### config.mk
export PLATFORM = sky130hd
export DESIGN_NAME = tilt_kf_ctrl
export DESIGN_NICKNAME = d
export VERILOG_FILES = /design/src/rtl/core/tilt_kf_pkg.sv /design/src/rtl/core/tilt_kf_ctrl.sv
export SDC_FILE = /design/constraint.sdc
export NUM_CORES = 1
export LEC_CHECK = 0
export ABC_AREA = 1
export BUFFER_PORTS_ARGS = -buffer_cell sky130_fd_sc_hd__buf_4
export CAP_MARGIN = 15
export CORE_AREA = 2 2 39 41
export CTS_CLUSTER_DIAMETER = 60
export DETAILED_ROUTE_END_ITERATION = 6
export DIE_AREA = 0 0 41 43
export PLACE_DENSITY = 0.73
export SYNTH_ARGS = -nofsm -noshare
export SYNTH_HDL_FRONTEND = slang
export SYNTH_SLANG_ARGS = --single-unit
### constraint.sdc
create_clock -name clk -period 3.8 [get_ports clk]
set_clock_uncertainty 0.1 [all_clocks]
set_input_delay 0.19 -clock clk [delete_from_list [all_inputs] [get_ports clk]]
set_output_delay 0.19 -clock clk [all_outputs]
set_load 0.01 [all_outputs]
### src/rtl/core/tilt_kf_pkg.sv
// ---------------------------------------------------------------------------
// tilt_kf_pkg
// Shared types, constants and helpers of the tilt angle Kalman filter.
// ---------------------------------------------------------------------------
package tilt_kf_pkg;

  // Number of axis state sets and the index width into them
  localparam int NUM_AXES   = 2;
  localparam int AXIS_IDX_W = (NUM_AXES > 1) ? $clog2(NUM_AXES) : 1;

  // Configuration register indexes
  localparam logic [1:0] REG_Q_ANGLE       = 2'd0;
  localparam logic [1:0] REG_Q_GYRO        = 2'd1;
  localparam logic [1:0] REG_R_ANGLE       = 2'd2;
  localparam logic [1:0] REG_SAMPLE_PERIOD = 2'd3;

  // Configuration reset values (unsigned Q1.30)
  localparam logic [30:0] Q_ANGLE_RST       = 31'd1073742;
  localparam logic [30:0] Q_GYRO_RST        = 31'd3221225;
  localparam logic [30:0] R_ANGLE_RST       = 31'd536870912;
  localparam logic [30:0] SAMPLE_PERIOD_RST = 31'd10737418;

  localparam logic signed [31:0] ONE_Q30 = 32'sd1073741824;

  // Multiply-accumulate operation codes, in sequencing order
  localparam logic [3:0] OP_ANG   = 4'd0;  // angle += (rate - bias) * dt
  localparam logic [3:0] OP_P00   = 4'd1;  // P00 += d0 * dt
  localparam logic [3:0] OP_P01   = 4'd2;  // P01, P10 += -P11 * dt
  localparam logic [3:0] OP_P11   = 4'd3;  // P11 += q_gyro * dt
  localparam logic [3:0] OP_K1P00 = 4'd4;  // P10 -= K1 * P00
  localparam logic [3:0] OP_K1P01 = 4'd5;  // P11 -= K1 * P01
  localparam logic [3:0] OP_K0P01 = 4'd6;  // P01 -= K0 * P01
  localparam logic [3:0] OP_K0P00 = 4'd7;  // P00 -= K0 * P00
  localparam logic [3:0] OP_K0ERR = 4'd8;  // angle += K0 * err
  localparam logic [3:0] OP_K1ERR = 4'd9;  // bias += K1 * err

  // Divider geometry: 32 quotient bits, one per cycle
  localparam int DIV_STEPS = 32;
  localparam int DIV_CNT_W = $clog2(DIV_STEPS);

  typedef struct packed {
    logic       load;
    logic       mul;
    logic       acc;
    logic       eval;
    logic       div_start;
    logic       div_sel;    // 0: K0 from P00, 1: K1 from P10
    logic       div_take;
    logic       wb;
    logic [3:0] op;
  } kf_cmd_t;

  typedef struct packed {
    logic e_pos;
    logic div_done;
    logic out_busy;
  } kf_status_t;

  // Clamp a wide signed value to the signed 32-bit range
  function automatic logic signed [31:0] sat32(input logic signed [39:0] v);
    logic signed [31:0] r;
    if (v > 40'sd2147483647) begin
      r = 32'sh7FFFFFFF;
    end else if (v < -40'sd2147483648) begin
      r = 32'sh80000000;
    end else begin
      r = v[31:0];
    end
    return r;
  endfunction

endpackage

### src/rtl/core/tilt_kf_ctrl.sv
// ---------------------------------------------------------------------------
// tilt_kf_ctrl
// Sequencer: steps the datapath through prediction, gain division and
// correction for one transaction at a time.
// ---------------------------------------------------------------------------
module tilt_kf_ctrl
  import tilt_kf_pkg::*;
(
  input  logic       clk,
  input  logic       rst_n,
  input  logic       in_valid,
  output logic       in_stall,
  input  kf_status_t status,
  output kf_cmd_t    cmd
);

  localparam logic [2:0] S_IDLE     = 3'd0;
  localparam logic [2:0] S_MUL      = 3'd1;
  localparam logic [2:0] S_ACC      = 3'd2;
  localparam logic [2:0] S_EVAL     = 3'd3;
  localparam logic [2:0] S_CHECK    = 3'd4;
  localparam logic [2:0] S_DIV      = 3'd5;
  localparam logic [2:0] S_DIV_WAIT = 3'd6;
  localparam logic [2:0] S_WB       = 3'd7;

  logic [2:0] state_r, state_nxt;
  logic [3:0] op_r, op_nxt;
  logic       dsel_r, dsel_nxt;

  always_comb begin
    state_nxt     = state_r;
    op_nxt        = op_r;
    dsel_nxt      = dsel_r;
    cmd           = '0;
    cmd.op        = op_r;
    cmd.div_sel   = dsel_r;
    in_stall      = 1'b1;
    unique case (state_r)
      S_IDLE: begin
        in_stall = 1'b0;
        if (in_valid) begin
          cmd.load  = 1'b1;
          op_nxt    = OP_ANG;
          state_nxt = S_MUL;
        end
      end
      S_MUL: begin
        cmd.mul   = 1'b1;
        state_nxt = S_ACC;
      end
      S_ACC: begin
        cmd.acc = 1'b1;
        if (op_r == OP_P11) begin
          state_nxt = S_EVAL;
        end else if (op_r == OP_K1ERR) begin
          state_nxt = S_WB;
        end else begin
          op_nxt    = op_r + 1'b1;
          state_nxt = S_MUL;
        end
      end
      S_EVAL: begin
        cmd.eval  = 1'b1;
        state_nxt = S_CHECK;
      end
      S_CHECK: begin
        dsel_nxt  = 1'b0;
        state_nxt = status.e_pos ? S_DIV : S_WB;
      end
      S_DIV: begin
        cmd.div_start = 1'b1;
        state_nxt     = S_DIV_WAIT;
      end
      S_DIV_WAIT: begin
        if (status.div_done) begin
          cmd.div_take = 1'b1;
          if (!dsel_r) begin
            dsel_nxt  = 1'b1;
            state_nxt = S_DIV;
          end else begin
            op_nxt    = OP_K1P00;
            state_nxt = S_MUL;
          end
        end
      end
      S_WB: begin
        // hold until the output register is free
        if (!status.out_busy) begin
          cmd.wb    = 1'b1;
          state_nxt = S_IDLE;
        end
      end
      default: state_nxt = S_IDLE;
    endcase
  end

  always_ff @(posedge clk) begin
    if (!rst_n) begin
      state_r <= S_IDLE;
      op_r    <= OP_ANG;
      dsel_r  <= 1'b0;
    end else begin
      state_r <= state_nxt;
      op_r    <= op_nxt;
      dsel_r  <= dsel_nxt;
    end
  end

endmodule

==> flow_summary.yaml <==
run_status:
  run_status: "finished clean"
final_layout:
  design_area_um2: 778.2
  layout.core_utilization: 0.5624
  design.final.nets: 134
  area.growth.synth_to_final_pct: 26.42
  antenna_cells: 0
  final_layout_size_suffix_gt1_frac: 0.2419
hold_path:
  worstHoldStart: "rst_n"
  holdPathEnd: "state_r[1]"
  worstHoldPathType: "input pin to flop"
  hold_path_depth: 3
detailed_routing:
  route.met2.wl_um: 613
  detail_route.vias_per_cell: 4.729
  drc: 0
  postRouteWirelength_um: 1396
  wire_per_inst_um: 9.971
  num_vias: 662
  starting_drt_drc_count: 9
  met1_length_um: 687
  drtAntennaViolNets: 0
  met3_length_um: 95
  detailedRoute.firstPassIterationCount: 4
  top_layer_used: "met3"
setup_path:
  worstPathMaxFanout: 7
  start_kind: "flop"
  timing.reg2reg.worst_path_depth: 8
  worst-r2r-setup-slack_ps: 2320
  timing.rr.end: "op_r[1]"
  worst-setup-path-type: "flop to primary output"
  worst_ep_required_ps: 3510
  worst_ep_arrival_time_ps: 1280
  rr_startpoint: "state_r[2]"
  timing.critical_path.to_type: "primary output"
timing:
  final_hold_viol_count: 0
  fin_tns_setup_ps: 0
  slew_headroom: 0.7752
  clock.fmax_mhz: 637.9
  final-max-slew-violation-count: 0
  hold_ws_ps: 81.35
  report.final.setup_viol: 0
  finalCriticalPeriod_ps: 1568
  worst_pin_slew_ps: 336.8
  post-route-period-util: 0.4125
  rsz0062_at_grt: "false"
clocking:
  maximum_level_of_the_cts_h_tree: 1
  clkTransAtPathRegs_ps: 50
  tritoncts_clock_tree: "yes"
  cts_sinks: 8
  cts.repair_timing.setup_buffer_count: 0
  cts_max_path_buffers: 2
  clkLatencyLatePin_ps: 260
  numCtsBuffers: 3
  post_cts_resized: 0
  post_cts_hold_buffer_count: 0
  clock-root-buffer: "sky130_fd_sc_hd__clkbuf_4"
synth:
  synth_seq_area_share: 0.2602
  ys_types: 17
  synth.ff_latch_count: 8
  syn_inst: 105
  post_synth.cell_area_avg_um2: 5.863
  mappedNetlistArea_um2: 615.6
  ys.warnings.count: 0
  syn-num-nets: 113
global_route:
  grt_pass1_wl_um: 2401
  overall_track_demand_over_capacity_in_global_routing: 0.2000
  initial_antenna_violation_count: 0
  largest_net_degree_at_the_start_of_global_routing: 10
  grt_pass1_vias: 573
  globalRoute.totalOverflow: 0
place:
  dpl.hpwl_um: 1120
  place_area_um2: 755.7
  io_buffer_count: 18
  gp_congestion: 0.8514
die:
  floorplan.io_pins: 19
  initial_utilization: 0.4448
  die_x_um: 41
  die_y_um: 43
  floorplan.die_area_mm2: 0.001763
  fp.coreArea_mm2: 0.001384
  placement_rows: 14
power:
  ir_worst_vdd_uv: 234.0
  cellLeakagePower_uw: 0.0004506
  power_per_cell_area_mw_per_mm2: 347.1
run:
  maxCapViolCount: 0
## stage by stage
step | setup slack (ps) | instances | total power (µW)
3_5_place_dp | 2352 | 137 | 203.9
3_3_place_gp | 2362 | 137 | 203.8
4_1_cts | 2227 | 140 | 274.3
5_1_grt | 2118 | 140 | 295.7
2_1_floorplan | 2445 | 105 | 167.6
6_report | 2232 | 140 | 270.2
## cells in the final DEF, fill, tap and decap left out
| master | netlist | routed |
|---|---|---|
| sky130_fd_sc_hd__nand2_1 | 22 | 22 |
| sky130_fd_sc_hd__nor2_1 | 20 | 20 |
| sky130_fd_sc_hd__inv_1 | 19 | 19 |
| sky130_fd_sc_hd__buf_4 | 2 | 18 |
| sky130_fd_sc_hd__nand3_1 | 11 | 11 |
| sky130_fd_sc_hd__dfxtp_1 | 8 | 8 |
| sky130_fd_sc_hd__nor2_2 | 4 | 4 |
| sky130_fd_sc_hd__a21oi_1 | 4 | 4 |
| sky130_fd_sc_hd__clkbuf_4 | 0 | 3 |
| sky130_fd_sc_hd__inv_2 | 2 | 2 |
| sky130_fd_sc_hd__nor3_1 | 2 | 2 |
| sky130_fd_sc_hd__nand3_2 | 2 | 2 |
| sky130_fd_sc_hd__o21ai_0 | 2 | 2 |
| sky130_fd_sc_hd__nand4_1 | 2 | 2 |
| sky130_fd_sc_hd__ha_1 | 2 | 2 |
| sky130_fd_sc_hd__nor2_4 | 1 | 1 |
| sky130_fd_sc_hd__xor2_1 | 1 | 1 |
| sky130_fd_sc_hd__or2_1 | 1 | 1 |
## routing by layer
metal | vias up | global-route usage
li1 | 360 | -
met1 | 285 | 0.2806
met2 | 17 | 0.2750
met3 | 0 | 0.09424
met4 | 0 | 0.04000
met5 | - | 0
## critical path, cell delays in order, from the launching register on
cell and delay (ps):
sky130_fd_sc_hd__dfxtp_1 460, sky130_fd_sc_hd__inv_1 120, sky130_fd_sc_hd__nor3_1 270, sky130_fd_sc_hd__buf_4 180
## worst max-delay path by stage
stage,startpoint,end,slack (ps)
6_report,state_r[1],cmd[8],2230
3_5_place_dp,op_r[0],op_r[2],2350
4_1_cts,state_r[1],cmd[8],2230
3_3_place_gp,op_r[0],op_r[1],2360
5_1_grt,op_r[0],op_r[2],2120
2_1_floorplan,op_r[1],op_r[2],2440
## state kept, by name (all words and copies together), names as in the netlist
| signal | flops |
|---|---|
| op_r | 4 |
| state_r | 3 |
| dsel_r | 1 |
## cells in the mapped netlist
| cell | n | area, µm² |
|---|---|---|
| sky130_fd_sc_hd__a21oi_1 | 4 | 20.02 |
| sky130_fd_sc_hd__buf_4 | 2 | 15.01 |
| sky130_fd_sc_hd__dfxtp_1 | 8 | 160.2 |
| sky130_fd_sc_hd__ha_1 | 2 | 25.02 |
| sky130_fd_sc_hd__inv_1 | 19 | 71.32 |
| sky130_fd_sc_hd__inv_2 | 2 | 7.510 |
| sky130_fd_sc_hd__nand2_1 | 22 | 82.58 |
| sky130_fd_sc_hd__nand3_1 | 11 | 55.05 |
| sky130_fd_sc_hd__nand3_2 | 2 | 20.02 |
| sky130_fd_sc_hd__nand4_1 | 2 | 12.51 |
| sky130_fd_sc_hd__nor2_1 | 20 | 75.07 |
| sky130_fd_sc_hd__nor2_2 | 4 | 25.02 |
| sky130_fd_sc_hd__nor2_4 | 1 | 11.26 |
| sky130_fd_sc_hd__nor3_1 | 2 | 10.01 |
| sky130_fd_sc_hd__o21ai_0 | 2 | 10.01 |
| sky130_fd_sc_hd__or2_1 | 1 | 6.260 |
| sky130_fd_sc_hd__xor2_1 | 1 | 8.760 |
## cells by family (layout without fill, tap and decap cells)
kind of cell,count (synthesis),count (layout),synth area share
adders and majority gates,2,2,0.04064
AOI/OAI and AO/OA,6,6,0.04878
buffers and inverters,23,42,0.1524
and+or+nand+nor,65,65,0.4837
xor gates and xnor gates,1,1,0.01423
DFF,8,8,0.2602
## where the power goes
part / switching (µW) / internal (µW)
clock: 31.4 / 36.3
combinational: 53.1 / 40.4
sequential: 15.7 / 93.2
total: 100 / 170
## layout make-up
cell class | instances | area (µm²)
fill | 140 | 605.6
multi-input combinational | 74 | 361.6
sequential | 8 | 160.2
timing repair buffer | 18 | 135.1
inverter | 21 | 78.83
clock buffer | 3 | 22.52
tap | 16 | 20.02
(Power assumes the default switching activity.)
